## src/cpg_pkg.sv

```systemverilog
// ----------------------------------------------------------------------------
// cpg_pkg
// Shared types, constants and helper functions of the circle pixel generator.
// ----------------------------------------------------------------------------
`default_nettype none

package cpg_pkg;

  // Configuration register indexes.
  localparam logic [1:0] CFG_SCREEN_WIDTH  = 2'd0;
  localparam logic [1:0] CFG_SCREEN_HEIGHT = 2'd1;
  localparam logic [1:0] CFG_PIXEL_IS_WIDE = 2'd2;

  // Configuration reset values.
  localparam logic [12:0] SCREEN_WIDTH_RESET  = 13'd800;
  localparam logic [12:0] SCREEN_HEIGHT_RESET = 13'd480;
  localparam logic        PIXEL_IS_WIDE_RESET = 1'b1;

  // Decision variable constants of the midpoint recurrence.
  localparam logic [11:0] DEC_INIT      = 12'd3;
  localparam logic [11:0] DEC_ADD_INNER = 12'd6;
  localparam logic [11:0] DEC_ADD_OUTER = 12'd10;

  // Index of the eighth point of a step.
  localparam logic [2:0] LAST_POINT = 3'd7;

  // RGB565 field masks.
  localparam logic [31:0] MASK_BLUE  = 32'h0000_00F8;
  localparam logic [31:0] MASK_GREEN = 32'h0000_FC00;
  localparam logic [31:0] MASK_RED   = 32'h00F8_0000;

  typedef struct packed {
    logic        action;
    logic [15:0] center_x;
    logic [15:0] center_y;
    logic [7:0]  radius;
    logic [31:0] draw_color;
  } in_item_t;

  typedef struct packed {
    logic        write_enable;
    logic [23:0] pixel_index;
    logic [31:0] pixel_data;
    logic        last;
    logic        done_res;
  } out_item_t;

  // One step's worth of work handed from the stepper to the emitter.
  typedef struct packed {
    logic        done;
    logic [15:0] cx;
    logic [15:0] cy;
    logic [7:0]  a;
    logic [7:0]  b;
    logic [31:0] color;
  } job_t;

  // Screen settings as the emitter sees them, dimensions already saturated.
  typedef struct packed {
    logic [12:0] width;
    logic [12:0] height;
    logic        wide;
  } screen_cfg_t;

  // How one mirrored point is formed from the offsets a and b.
  typedef struct packed {
    logic x_from_b;
    logic x_neg;
    logic y_from_b;
    logic y_neg;
  } octant_t;

  // Point order of a step: (+a,-b) (+b,-a) (+b,+a) (+a,+b)
  // (-a,+b) (-b,+a) (-a,-b) (-b,-a).
  function automatic octant_t octant_map(input logic [2:0] k);
    octant_t o;
    case (k)
      3'd0:    o = '{x_from_b: 1'b0, x_neg: 1'b0, y_from_b: 1'b1, y_neg: 1'b1};
      3'd1:    o = '{x_from_b: 1'b1, x_neg: 1'b0, y_from_b: 1'b0, y_neg: 1'b1};
      3'd2:    o = '{x_from_b: 1'b1, x_neg: 1'b0, y_from_b: 1'b0, y_neg: 1'b0};
      3'd3:    o = '{x_from_b: 1'b0, x_neg: 1'b0, y_from_b: 1'b1, y_neg: 1'b0};
      3'd4:    o = '{x_from_b: 1'b0, x_neg: 1'b1, y_from_b: 1'b1, y_neg: 1'b0};
      3'd5:    o = '{x_from_b: 1'b1, x_neg: 1'b1, y_from_b: 1'b0, y_neg: 1'b0};
      3'd6:    o = '{x_from_b: 1'b0, x_neg: 1'b1, y_from_b: 1'b1, y_neg: 1'b1};
      default: o = '{x_from_b: 1'b1, x_neg: 1'b1, y_from_b: 1'b0, y_neg: 1'b1};
    endcase
    return o;
  endfunction

  // Pack 0xAARRGGBB into RGB565 in the low 16 bits.
  function automatic logic [31:0] rgb565(input logic [31:0] c);
    return ((c & MASK_BLUE) >> 3) | ((c & MASK_GREEN) >> 5) | ((c & MASK_RED) >> 8);
  endfunction

endpackage

`default_nettype wire

```

## src/cpg_stepper.sv

```systemverilog
// ----------------------------------------------------------------------------
// cpg_stepper
// Circle state and the midpoint decision recurrence, one update per item.
// ----------------------------------------------------------------------------
`default_nettype none

module cpg_stepper (
  input  wire logic            clk,
  input  wire logic            rst,
  input  wire logic            accept,
  input  cpg_pkg::in_item_t    item,
  output logic                 job_load,
  output cpg_pkg::job_t        job
);
  import cpg_pkg::*;

  logic        running;
  logic [15:0] origin_x;
  logic [15:0] origin_y;
  logic [7:0]  offset_a;
  logic [7:0]  offset_b;
  logic [11:0] decision;
  logic [31:0] held_color;

  logic        dec_neg;
  logic [8:0]  a_inc;
  logic        done;
  logic [11:0] four_a;
  logic [11:0] four_b;
  logic [11:0] decision_next;
  logic [7:0]  offset_b_next;
  logic        is_step;

  // Next offsets and decision value, judged on the incremented a.
  always_comb begin
    dec_neg = decision[11];
    a_inc   = {1'b0, offset_a} + 9'd1;
    four_a  = {1'b0, a_inc, 2'b00};
    four_b  = {2'b00, offset_b, 2'b00};
    if (dec_neg) begin
      decision_next = decision + four_a + DEC_ADD_INNER;
      offset_b_next = offset_b;
      done          = a_inc > {1'b0, offset_b};
    end else begin
      decision_next = decision + DEC_ADD_OUTER + four_a - four_b;
      offset_b_next = offset_b - 8'd1;
      done          = a_inc >= {1'b0, offset_b};
    end
  end

  // A step item only produces points while a circle is running.
  assign is_step  = item.action && running;
  assign job_load = accept && is_step;

  assign job.done  = done;
  assign job.cx    = origin_x;
  assign job.cy    = origin_y;
  assign job.a     = offset_a;
  assign job.b     = offset_b;
  assign job.color = held_color;

  // Start items load the circle; step items advance it.
  always_ff @(posedge clk) begin
    if (rst) begin
      running <= 1'b0;
    end else if (accept && !item.action) begin
      running <= 1'b1;
    end else if (job_load && done) begin
      running <= 1'b0;
    end
  end

  always_ff @(posedge clk) begin
    if (accept && !item.action) begin
      origin_x   <= item.center_x;
      origin_y   <= item.center_y;
      held_color <= item.draw_color;
      offset_a   <= 8'd0;
      offset_b   <= item.radius;
      decision   <= DEC_INIT - {3'b000, item.radius, 1'b0};
    end else if (job_load) begin
      offset_a   <= a_inc[7:0];
      offset_b   <= offset_b_next;
      decision   <= decision_next;
    end
  end

endmodule

`default_nettype wire

```

## src/cpg_emitter.sv

```systemverilog
// ----------------------------------------------------------------------------
// cpg_emitter
// Walks the eight mirrored points of a step, clips each one and registers
// the pixel write.
// ----------------------------------------------------------------------------
`default_nettype none

module cpg_emitter (
  input  wire logic             clk,
  input  wire logic             rst,
  input  cpg_pkg::screen_cfg_t  cfg,
  input  wire logic             job_load,
  input  cpg_pkg::job_t         job,
  output logic                  job_free,
  output logic                  out_valid,
  input  wire logic             out_ready,
  output cpg_pkg::out_item_t    out_data
);
  import cpg_pkg::*;

  logic          busy;
  logic [2:0]    k;
  job_t          job_r;

  logic          adv;
  logic          finishing;
  octant_t       oct;
  logic [7:0]    dx;
  logic [7:0]    dy;
  logic [17:0]   px;
  logic [17:0]   py;
  logic          vis;
  logic [25:0]   row_base;
  logic [25:0]   lin;
  out_item_t     point;

  // A point moves into the output register whenever that register is free.
  assign adv       = busy && (!out_valid || out_ready);
  assign finishing = adv && (k == LAST_POINT);
  assign job_free  = !busy || finishing;

  // Mirror, clip and linearize the current point.
  always_comb begin
    oct = octant_map(k);
    dx  = oct.x_from_b ? job_r.b : job_r.a;
    dy  = oct.y_from_b ? job_r.b : job_r.a;
    px  = oct.x_neg ? ({2'b00, job_r.cx} - {10'd0, dx}) : ({2'b00, job_r.cx} + {10'd0, dx});
    py  = oct.y_neg ? ({2'b00, job_r.cy} - {10'd0, dy}) : ({2'b00, job_r.cy} + {10'd0, dy});
    vis = !px[17] && !py[17] &&
          (px[16:0] < {4'b0000, cfg.width}) && (py[16:0] < {4'b0000, cfg.height});
    row_base = py[12:0] * cfg.width;
    lin      = row_base + {13'd0, px[12:0]};

    point.write_enable = vis;
    point.pixel_index  = vis ? lin[23:0] : 24'd0;
    point.pixel_data   = vis ? (cfg.wide ? job_r.color : rgb565(job_r.color)) : 32'd0;
    point.last         = (k == LAST_POINT);
    point.done_res     = job_r.done;
  end

  // Job and point counter control.
  always_ff @(posedge clk) begin
    if (rst) begin
      busy <= 1'b0;
      k    <= 3'd0;
    end else begin
      if (adv) begin
        k <= k + 3'd1;
      end
      if (job_load) begin
        busy <= 1'b1;
        k    <= 3'd0;
      end else if (finishing) begin
        busy <= 1'b0;
      end
    end
  end

  always_ff @(posedge clk) begin
    if (job_load) begin
      job_r <= job;
    end
  end

  // Output register.
  always_ff @(posedge clk) begin
    if (rst) begin
      out_valid <= 1'b0;
    end else if (adv) begin
      out_valid <= 1'b1;
    end else if (out_ready) begin
      out_valid <= 1'b0;
    end
  end

  always_ff @(posedge clk) begin
    if (adv) begin
      out_data <= point;
    end
  end

  // A job never ends before its eighth point has left.
  a_no_early_end: assert property (@(posedge clk) disable iff (rst)
    (busy && adv && (k != LAST_POINT)) |=> busy)
    else $error("job ended before its last point");

  // A new job is taken over a busy one only as the last point leaves.
  a_handover: assert property (@(posedge clk) disable iff (rst)
    (busy && job_free) |-> (k == LAST_POINT && adv))
    else $error("job handover before the last point");

  // A stalled output freezes the point counter.
  a_stall_holds: assert property (@(posedge clk) disable iff (rst)
    (busy && out_valid && !out_ready) |=> $stable(k))
    else $error("point counter moved during a stall");

endmodule

`default_nettype wire

```

## src/circle_pixel_generator.sv

```systemverilog
// ----------------------------------------------------------------------------
// circle_pixel_generator
// Midpoint circle rasterizer that turns circle steps into framebuffer writes.
// ----------------------------------------------------------------------------
//
//   Channel  Dir  Handshake              Payload
//   in       in   in_valid / in_ready    in_data   (cpg_pkg::in_item_t)
//   out      out  out_valid / out_ready  out_data  (cpg_pkg::out_item_t)
//   cfg      in   cfg_valid / cfg_ready  cfg_index, cfg_data
//
// A start item produces no writes. A step item produces eight writes, one per
// cycle while out_ready does not stall. The step is held in the job register
// and each point then passes through the single output register, which
// carries one point a cycle. The next item is taken in the cycle its
// predecessor's eighth point moves into the output register. Reset is
// synchronous; no clearing pass follows. in_ready is low while a step's
// points are emitted, and a stall on out_ready holds the point counter and
// so keeps in_ready low.
// ----------------------------------------------------------------------------
`default_nettype none

module circle_pixel_generator #(
  parameter int MAX_SCREEN_WIDTH  = 4096,
  parameter int MAX_SCREEN_HEIGHT = 4096
) (
  input  wire logic           clk,
  input  wire logic           rst,
  input  wire logic           in_valid,
  output logic                in_ready,
  input  cpg_pkg::in_item_t   in_data,
  output logic                out_valid,
  input  wire logic           out_ready,
  output cpg_pkg::out_item_t  out_data,
  input  wire logic           cfg_valid,
  output logic                cfg_ready,
  input  wire logic [1:0]     cfg_index,
  input  wire logic [12:0]    cfg_data
);
  import cpg_pkg::*;

  logic [12:0]  screen_width;
  logic [12:0]  screen_height;
  logic         pixel_is_wide;
  screen_cfg_t  cfg;
  logic         in_accept;
  logic         job_load;
  job_t         job;
  logic         job_free;

  // Configuration registers, always writable.
  assign cfg_ready = 1'b1;

  always_ff @(posedge clk) begin
    if (rst) begin
      screen_width  <= SCREEN_WIDTH_RESET;
      screen_height <= SCREEN_HEIGHT_RESET;
      pixel_is_wide <= PIXEL_IS_WIDE_RESET;
    end else if (cfg_valid && cfg_ready) begin
      case (cfg_index)
        CFG_SCREEN_WIDTH:  screen_width  <= cfg_data;
        CFG_SCREEN_HEIGHT: screen_height <= cfg_data;
        CFG_PIXEL_IS_WIDE: pixel_is_wide <= cfg_data[0];
        default: ;
      endcase
    end
  end

  // Screen dimensions saturate at the supported maxima.
  always_comb begin
    cfg.width  = ({4'b0000, screen_width} > 17'(MAX_SCREEN_WIDTH)) ?
                 13'(MAX_SCREEN_WIDTH) : screen_width;
    cfg.height = ({4'b0000, screen_height} > 17'(MAX_SCREEN_HEIGHT)) ?
                 13'(MAX_SCREEN_HEIGHT) : screen_height;
    cfg.wide   = pixel_is_wide;
  end

  assign in_ready  = job_free;
  assign in_accept = in_valid && in_ready;

  cpg_stepper u_stepper (
    .clk      (clk),
    .rst      (rst),
    .accept   (in_accept),
    .item     (in_data),
    .job_load (job_load),
    .job      (job)
  );

  cpg_emitter u_emitter (
    .clk       (clk),
    .rst       (rst),
    .cfg       (cfg),
    .job_load  (job_load),
    .job       (job),
    .job_free  (job_free),
    .out_valid (out_valid),
    .out_ready (out_ready),
    .out_data  (out_data)
  );

endmodule

`default_nettype wire
```

## config.mk

```make
export PLATFORM = sky130hd
export DESIGN_NAME = circle_pixel_generator
export DESIGN_NICKNAME = d
export VERILOG_FILES = /design/src/cpg_pkg.sv /design/src/cpg_stepper.sv /design/src/cpg_emitter.sv /design/src/circle_pixel_generator.sv
export SDC_FILE = /design/constraint.sdc
export NUM_CORES = 1
export LEC_CHECK = 0
export ABC_AREA = 1
export ABC_CLOCK_PERIOD_IN_PS = 7680
export BUFFER_PORTS_ARGS = -buffer_cell sky130_fd_sc_hd__buf_2
export CAP_MARGIN = 20
export CELL_PAD_IN_SITES_DETAIL_PLACEMENT = 1
export CELL_PAD_IN_SITES_GLOBAL_PLACEMENT = 1
export CORE_MARGIN = 4
export CORE_UTILIZATION = 43
export DETAILED_ROUTE_END_ITERATION = 10
export GPL_TIMING_DRIVEN = 0
export PLACE_DENSITY = 0.74
export SLEW_MARGIN = 25
export SYNTH_ARGS = -nofsm -noshare
export SYNTH_HDL_FRONTEND = slang
export SYNTH_HIERARCHICAL = 1
export SYNTH_SLANG_ARGS = --single-unit
```

## constraint.sdc

```tcl
create_clock -name clk -period 7.68 [get_ports clk]
set_clock_uncertainty 0.2 [all_clocks]
set_input_delay 0.384 -clock clk [delete_from_list [all_inputs] [get_ports clk]]
set_output_delay 0.384 -clock clk [all_outputs]
set_load 0.05 [all_outputs]
```

==> results.md, run 1 <==
* Outcome: complete, but fails checks
* Failing checks: setup timing
* CTS buffer count at 29
* Crit Path Max Fanout at 5
* Die X at 227.2 um
* Clk slew on worst S/H paths at 0.06 ns
* Later-pin clock latency in the skew report at 0.57 ns
* Synth cell types at 60
* Diode count at 0
* Slew @ Worst Pin at between 0.8 and 0.9 ns
* EDFF count, synth at 223
* Syn Inst Count at 2,308
* Fmax at approximately 0.12 GHz
* Tcrit/Tclk final at 106.8%
* GPL Wtd Cong at 0.9350
* Via count at 16.99k
* Max Root-Sink Buffers at 3
* Layout cells sized above 1 at 22.44%
* CTS root buffer: clkbuf_16
* P&R area growth vs syn at 24.81%
* CTS tree: built
* Worst endpoint data arrival time at 8.31 ns
* Final setup fails at 16
* Antenna viol nets, final at 0
* Die Height at 227.2 um
* Boundary pin count at ~160
* Global route total overflow at 0
* Avg WL per Cell at just under 20 um
* Port Buffers at 153
* RSZ-0062 raised after global routing: true
* Placed wire-length estimate at 49.10 mm
* Vias per cell at 5.138
* Most common cell after layout, fill and taps aside: inv_1
* Pwr/cell area at about 370 nW/um2
* Seq/Total Area, Yosys at 36.37%
* Avg Synthesized Cell Area at 8.956 um2
* Max cap viols at 0
* # fillers at 5,518
* Dpl cell area at 22,380 um2
* DRC viols at 0
* Worst hold start: in_data[34]
* First drt pass iteration count at 5
* TNS Setup at -5.073 ns
* H-tree depth at 1
* Worst Setup SP: u_emitter/k[1]
* Top FF cell, synth: edfxtp_1
* Initial DRC count at 684
* Initial Utilization at a little over two fifths
* Finished Layout Cells at 3,307
* Post-Route WL at between 60 and 70 mm
* Slew Viols, Final at 0
* Crit path top cell by count: fa_1
* FP Rows at 80
* Element type at the critical path end: register
* #FFs+latches synth at 264
* Die Area at between 50,000 and 60,000 um2
* Async SR Flop Fraction at 0%
* Worst Setup Path Type: register to register
* Final nets at 3,092
* Ys Warns at 6
* Design Area, Final at 25,800 um2
* Total global-route track usage at 25.10%
* Worst setup margin at -0.5255 ns
* Leak at 12.14 nW
* Hold WC Path Type: primary input to register
* Mapped cell area at 20,670 um2
* Fin crit period at roughly 8 ns
* Core footprint at 47,650 um2
* Headroom to the max-slew limit at around two fifths
* Most frequent cells in the layout: 396 x inv_1, 368 x nand2_1, 232 x nor2_1, 223 x edfxtp_1, 163 x buf_2
* Vias in the first global route at about 19k
* Post-synthesis net count at approximately 2.7k
* First-pass GRT wire length at ~100 mm
* Worst path slowest cell: fa_1
* Slowest stage delay, CP at about 0.57 ns
* Inst Count DP at 3,079
* # clock sinks at 264
* Worst setup SP type: register
* Final Hold Viols at 0
* Largest net degree at the start of global routing at 52
* Reg-to-Reg Start: u_emitter/k[1]
* Fin Hold WS at between 0.03 and 0.04 ns
* Initial antenna violation count at 0
* Peak supply drop at 0.0005812 V
* Worst endpoint required time at 7.78 ns
-- flip-flops by register name, summed over array words and instances, names as in the netlist --
signal                count
u_stepper/held_color     32
u_stepper/decision       11
screen_width             13
u_emitter/busy            1
u_stepper/origin_x       16
u_emitter/k               3
u_stepper/offset_a        8
u_stepper/offset_b        8
u_stepper/running         1
pixel_is_wide             1
u_emitter/out_data       59
screen_height            13
u_emitter/out_valid       1
u_emitter/job_r          81
u_stepper/origin_y       16
-- where the power goes --
group / switching (mW) / internal (mW)
registers: 0.0310 / 1.61
logic: 3.72 / 2.88
clock network: 0.589 / 0.760
-- stage by stage --
stage / utilization [%] / worst slack (ns) / power [mW]
2_1_floorplan: - / 0.01355 / 4.970
3_3_place_gp: 46.78 / -1.256 / 6.061
3_5_place_dp: 46.97 / -1.434 / 6.196
4_1_cts: 53.05 / -0.3525 / 9.091
5_1_grt: 54.14 / -0.8298 / 10.42
6_report: 54.14 / -0.5255 / 9.589
-- worst paths after layout --
path | endpoint | slack [ns] | cells past startpoint
max | u_emitter/out_data[52] | -0.53 | 40
min reg2reg | u_emitter/job_r[72] | 0.22 | 0
max reg2reg | u_emitter/out_data[52] | -0.53 | 40
min | u_stepper/offset_b[2] | 0.04 | 3
-- per-layer routing --
layer | track usage, % | vias to the layer above | wire length (um)
met5 | 0 | - | 0
met4 | 8.589 | 0 | 2267
met3 | 3.185 | 126 | 2450
met2 | 47.08 | 365 | 34410
met1 | 29.62 | 8393 | 25990
li1 | - | 8108 | -
-- layout make-up --
| type | instances | area [um2] | share of cell area, % |
|---|---|---|---|
| plain buffers | 51 | 342.8 | 1.329 |
| clock inverters | 14 | 112.6 | 0.4365 |
| multi-input cells | 1532 | 12040 | 46.65 |
| flip-flops and latches | 264 | 7525 | 29.17 |
| inverters | 462 | 1799 | 6.975 |
| clock buffers | 39 | 792.0 | 3.070 |
| repair buffers | 330 | 2421 | 9.385 |
| well taps | 615 | 769.5 | 2.983 |
-- kinds of logic after synthesis --
group	share of synthesized area [%]
other	0.01814
multiplexers	0.5811
buffers and inverters	9.843
AO/OA/AOI/OAI	8.444
XOR/XNOR	2.324
AND/OR/NAND/NOR	17.39
flip-flops	36.37
adder cells (fa/ha/maj)	25.04
-- synth_stat cells (9+ instances only) --
master | count | area [um2]
inv_1 | 433 | 1625
nand2_1 | 416 | 1562
nor2_1 | 246 | 923.4
edfxtp_1 | 223 | 6696
ha_1 | 188 | 2352
fa_1 | 141 | 2823
a21oi_1 | 110 | 550.5
nand3_1 | 85 | 425.4
o21ai_0 | 84 | 420.4
xor2_1 | 44 | 385.4
dfxtp_1 | 41 | 820.8
a21oi_2 | 27 | 236.5
clkbuf_1 | 22 | 82.58
inv_2 | 20 | 75.07
o21ai_1 | 19 | 95.09
nor3_1 | 18 | 90.09
nand4_1 | 17 | 106.4
buf_2 | 14 | 70.07
mux2i_1 | 12 | 120.1
nor2_4 | 11 | 123.9
o21bai_1 | 11 | 82.58
buf_6 | 9 | 101.4
xnor2_1 | 9 | 78.83
-- timing repair --
action                     in CTS  in global routing
setup buffers                  61                 29
setup endpoints to repair      18                 17
hold endpoints to repair       98                  0
hold buffers                   85                  0
gates cloned                    2                  0
pin swaps                      85                 74
resized for setup             191                 80
-- worst max-delay path, delay by kind of cell (launching register included) --
kind	cells	cell delay (ns)
XOR/XNOR	2	0.28
flip-flops	1	0.39
adder cells (fa/ha/maj)	10	3.96
AO/OA/AOI/OAI	8	1.22
buffers and inverters	11	1.11
AND/OR/NAND/NOR	9	0.78
No activity file was read; power rests on OpenSTA's default activity.
==> run 2, diff against run 1 <==
--- a/config.mk
+++ b/config.mk
@@ -19,5 +19,4 @@
 export SLEW_MARGIN = 25
 export SYNTH_ARGS = -nofsm -noshare
 export SYNTH_HDL_FRONTEND = slang
-export SYNTH_HIERARCHICAL = 1
 export SYNTH_SLANG_ARGS = --single-unit
==> run 2 against run 1 <==
Against the previous run:
- the flow still finishes with violations (setup timing)
- global-route usage down 0.28 points
- via count decreased by 5.2%
- die area is 3.9% lower
- highest routed layer unchanged
- critical path depth decreased by 2
- total power fell by 17%
- worst setup slack better by 0.015 ns
- critical endpoint is now u_emitter.out_data[54]
- sequential share of layout area grew 1.4 points
- final area decreased by 4.5%
- synthesized cell count down 6.4%
- maximum frequency grew 0.19%
==> results.md, run 2 <==
* Synth top cells by count: 386 x nand2_1, 375 x inv_1, 255 x nor2_1, 223 x edfxtp_1, 190 x ha_1
* Vias per cell at slightly above 5
* RSZ-0062 raised after global routing: true
* DRC viols at 0
* Synth cell types at 58
* Worst Hold End: screen_width[0]
* Worst endpoint required time at 7.81 ns
* Post-Route WL at roughly 63 mm
* Most common cell after layout, fill and taps aside: nand2_1
* Clk slew on worst S/H paths at 0.07 ns
* Peak supply drop at 0.0003485 V
* Worst reg2reg setup slack at -0.51 ns
* Core footprint at approximately 45,000 um2
* Vias in the first global route at 18.11k
* Most frequent cells in the layout: 356 x nand2_1, 346 x inv_1, 240 x nor2_1, 223 x edfxtp_1, 171 x ha_1
* Fmax at 0.1221 GHz
* Pwr/cell area at around 320 nW/um2
* Worst setup SP type: register
* Outcome: complete, but fails checks
* Via count at 16.10k
* # clock sinks at 264
* Initial Utilization at 43.63%
* Worst R2R End: u_emitter.out_data[54]
* Register bank with the most flops: u_emitter.job_r
* Avg WL per Cell at 20.08 um
* H-tree depth at 1
* Port Buffers at 153
* Synth area leaders: edfxtp_1 34%, fa_1 14%, ha_1 12%
* P&R area growth vs syn at 24.21%
* Worst hold start: cfg_data[0]
* WHS Path Cells at 3
* Mapped cell area at 19,840 um2
* Reg-to-Reg Start: u_emitter.k[1]
* Worst Setup Path Type: register to register
* TNS Setup at -3.467 ns
* Later-pin clock latency in the skew report at 0.59 ns
* Largest register FFs at 81
* Headroom to the max-slew limit at 40.81%
* Worst path slowest cell: fa_1
* GPL Wtd Cong at 0.9000
* Max cap viols at 0
* CTS buffer count at 30
* Seq/Total Area, Yosys at 37.88%
* Most frequent cell after synthesis: nand2_1
* Leak at ~11 nW
* Tcrit/Tclk final at 106.6%
* Crit Path Max Fanout at 7
* Die Area at 49,650 um2
* Element type at the critical path end: register
* Slew @ Worst Pin at 0.8786 ns
* Worst endpoint data arrival time at roughly 8.3 ns
* Final Util at 54.19%
* #FFs+latches synth at 264
* Synth area leader: edfxtp_1
* Dpl cell area at 21,720 um2
* Layout cells sized above 1 at 18.94%
* Die X at 222.8 um
* First-pass GRT wire length at approximately 100 mm
* Design Area, Final at 24,650 um2
* Biggest regs: u_emitter.job_r (81), u_emitter.out_data (59), u_stepper.held_color (32)
* FP Rows at 78
* First drt pass iteration count at 5
* Placed wire-length estimate at 46.02 mm
* Final Hold Viols at 0
* Initial DRC count at 840
* Slew Viols, Final at 0
* Worst setup margin at -0.5103 ns
* Final nets at 2,918
* Top FF cell, synth: edfxtp_1
* Die Height at 222.8 um
* Post-synth top area share at 33.75%
* Ys Warns at 0
* CTS root buffer: clkbuf_16
* Post-synthesis net count at approximately 2.6k
* Global route total overflow at 0
* Max Root-Sink Buffers at 3
* Total global-route track usage at 24.82%
* Async SR Flop Fraction at 0%
* Largest net degree at the start of global routing at between 50 and 60
* Antenna viol nets, final at 0
* Failing checks: setup timing
* Initial antenna violation count at 2
* Slowest stage delay, CP at 0.55 ns
* Final setup fails at 12
* Hold WC Path Type: primary input to register
* Fin crit period at 8.190 ns
* R2R cell count at 38
* Avg Synthesized Cell Area at 9.182 um2
* EDFF count, synth at 223
* Boundary pin count at 155
* CTS tree: built
* Syn Inst Count at about 2.2k
run 2: changes by cell type after synthesis, moves of 14 or more:
| cell | before | now |
|---|---|---|
| o21ai_0 | 84 | 99 |
| inv_1 | 433 | 375 |
| o21ai_1 | 19 | 5 |
| nand2_1 | 416 | 386 |
| a21oi_2 | 27 | 2 |
| nand3_1 | 85 | 65 |
run 2: worst max path at each step:
stage	slack, ns	endpoint	start	cells past startpoint
floorplan	0.004	u_emitter.out_data[54]	u_emitter.k[1]	35
global placement	-1.13	u_emitter.out_data[54]	u_emitter.k[0]	35
detailed placement	-1.25	u_emitter.out_data[54]	u_emitter.k[1]	38
CTS	-0.45	u_emitter.out_data[54]	u_emitter.k[1]	35
global route	-0.85	u_emitter.out_data[54]	u_emitter.k[0]	36
finish	-0.51	u_emitter.out_data[54]	u_emitter.k[1]	38
run 2: cells by family (layout without fill, tap and decap cells):
logic type | Yosys count | count (layout) | share of synthesized area (%)
other | 1 | 2 | 0.01890
and+or+nand+nor | 780 | 780 | 16.27
DFF | 264 | 264 | 37.88
adders and majority gates | 333 | 333 | 26.41
muxes | 13 | 13 | 0.6558
xor gates and xnor gates | 67 | 67 | 2.957
buffers and inverters | 446 | 798 | 8.714
AOI/OAI and AO/OA | 257 | 257 | 7.088
run 2: per-stage QoR:
stage | setup slack (ns) | cells | total power, mW | hold slack, ns
finish | -0.5103 | 3114 | 7.978 | 0.01957
global route | -0.8525 | 3114 | 8.578 | 0.07552
CTS | -0.4455 | 3091 | 7.369 | 0.01060
detailed placement | -1.254 | 2919 | 5.412 | 0.2063
global placement | -1.125 | 2914 | 5.293 | 0.2006
floorplan | 0.004185 | 2161 | 4.458 | 0.2003
run 2: repair_timing:
| item | in CTS | in global routing |
|---|---|---|
| cloned | 1 | 0 |
| endpoints found under the hold margin | 97 | 0 |
| buffers inserted | 35 | 22 |
| pin swaps | 70 | 64 |
| resized for setup | 102 | 81 |
| setup endpoints to repair | 17 | 16 |
| hold buffers | 83 | 0 |
run 2: per-layer routing:
layer  up-vias  track usage, %  share of wire (%)
met3       115           3.594                4.3
met2       319           45.86                 52
met1      8062           29.99                 40
met5         -               0                  0
met4         0           7.457                3.1
li1       7605               -                  -
run 2: worst max-delay path: cells and delay by family (launching register included):
family | cells | cell delay [ns]
buffers and inverters | 10 | 0.81
adder cells (fa/ha/maj) | 10 | 4.13
XOR/XNOR | 1 | 0.18
AND/OR/NAND/NOR | 10 | 1.04
flip-flops | 1 | 0.40
AO/OA/AOI/OAI | 7 | 1.17
run 2: area by class of cell:
type                    count  area, um2
plain buffers              48      272.8
fillers                  5170      20830
clock buffers              41      822.0
repair buffers            299       2191
clock inverters            12      182.7
inverters                 398       1540
flip-flops and latches    264       7526
multi-input cells        1451      11360
diodes                      1      2.502
well taps                 600      750.7
run 2: where the power goes:
group | total [mW] | internal (mW) | switching (mW)
registers | 1.67 | 1.63 | 0.0397
logic | 4.82 | 2.01 | 2.81
clock network | 1.49 | 0.881 | 0.608
total | 7.98 | 4.52 | 3.46
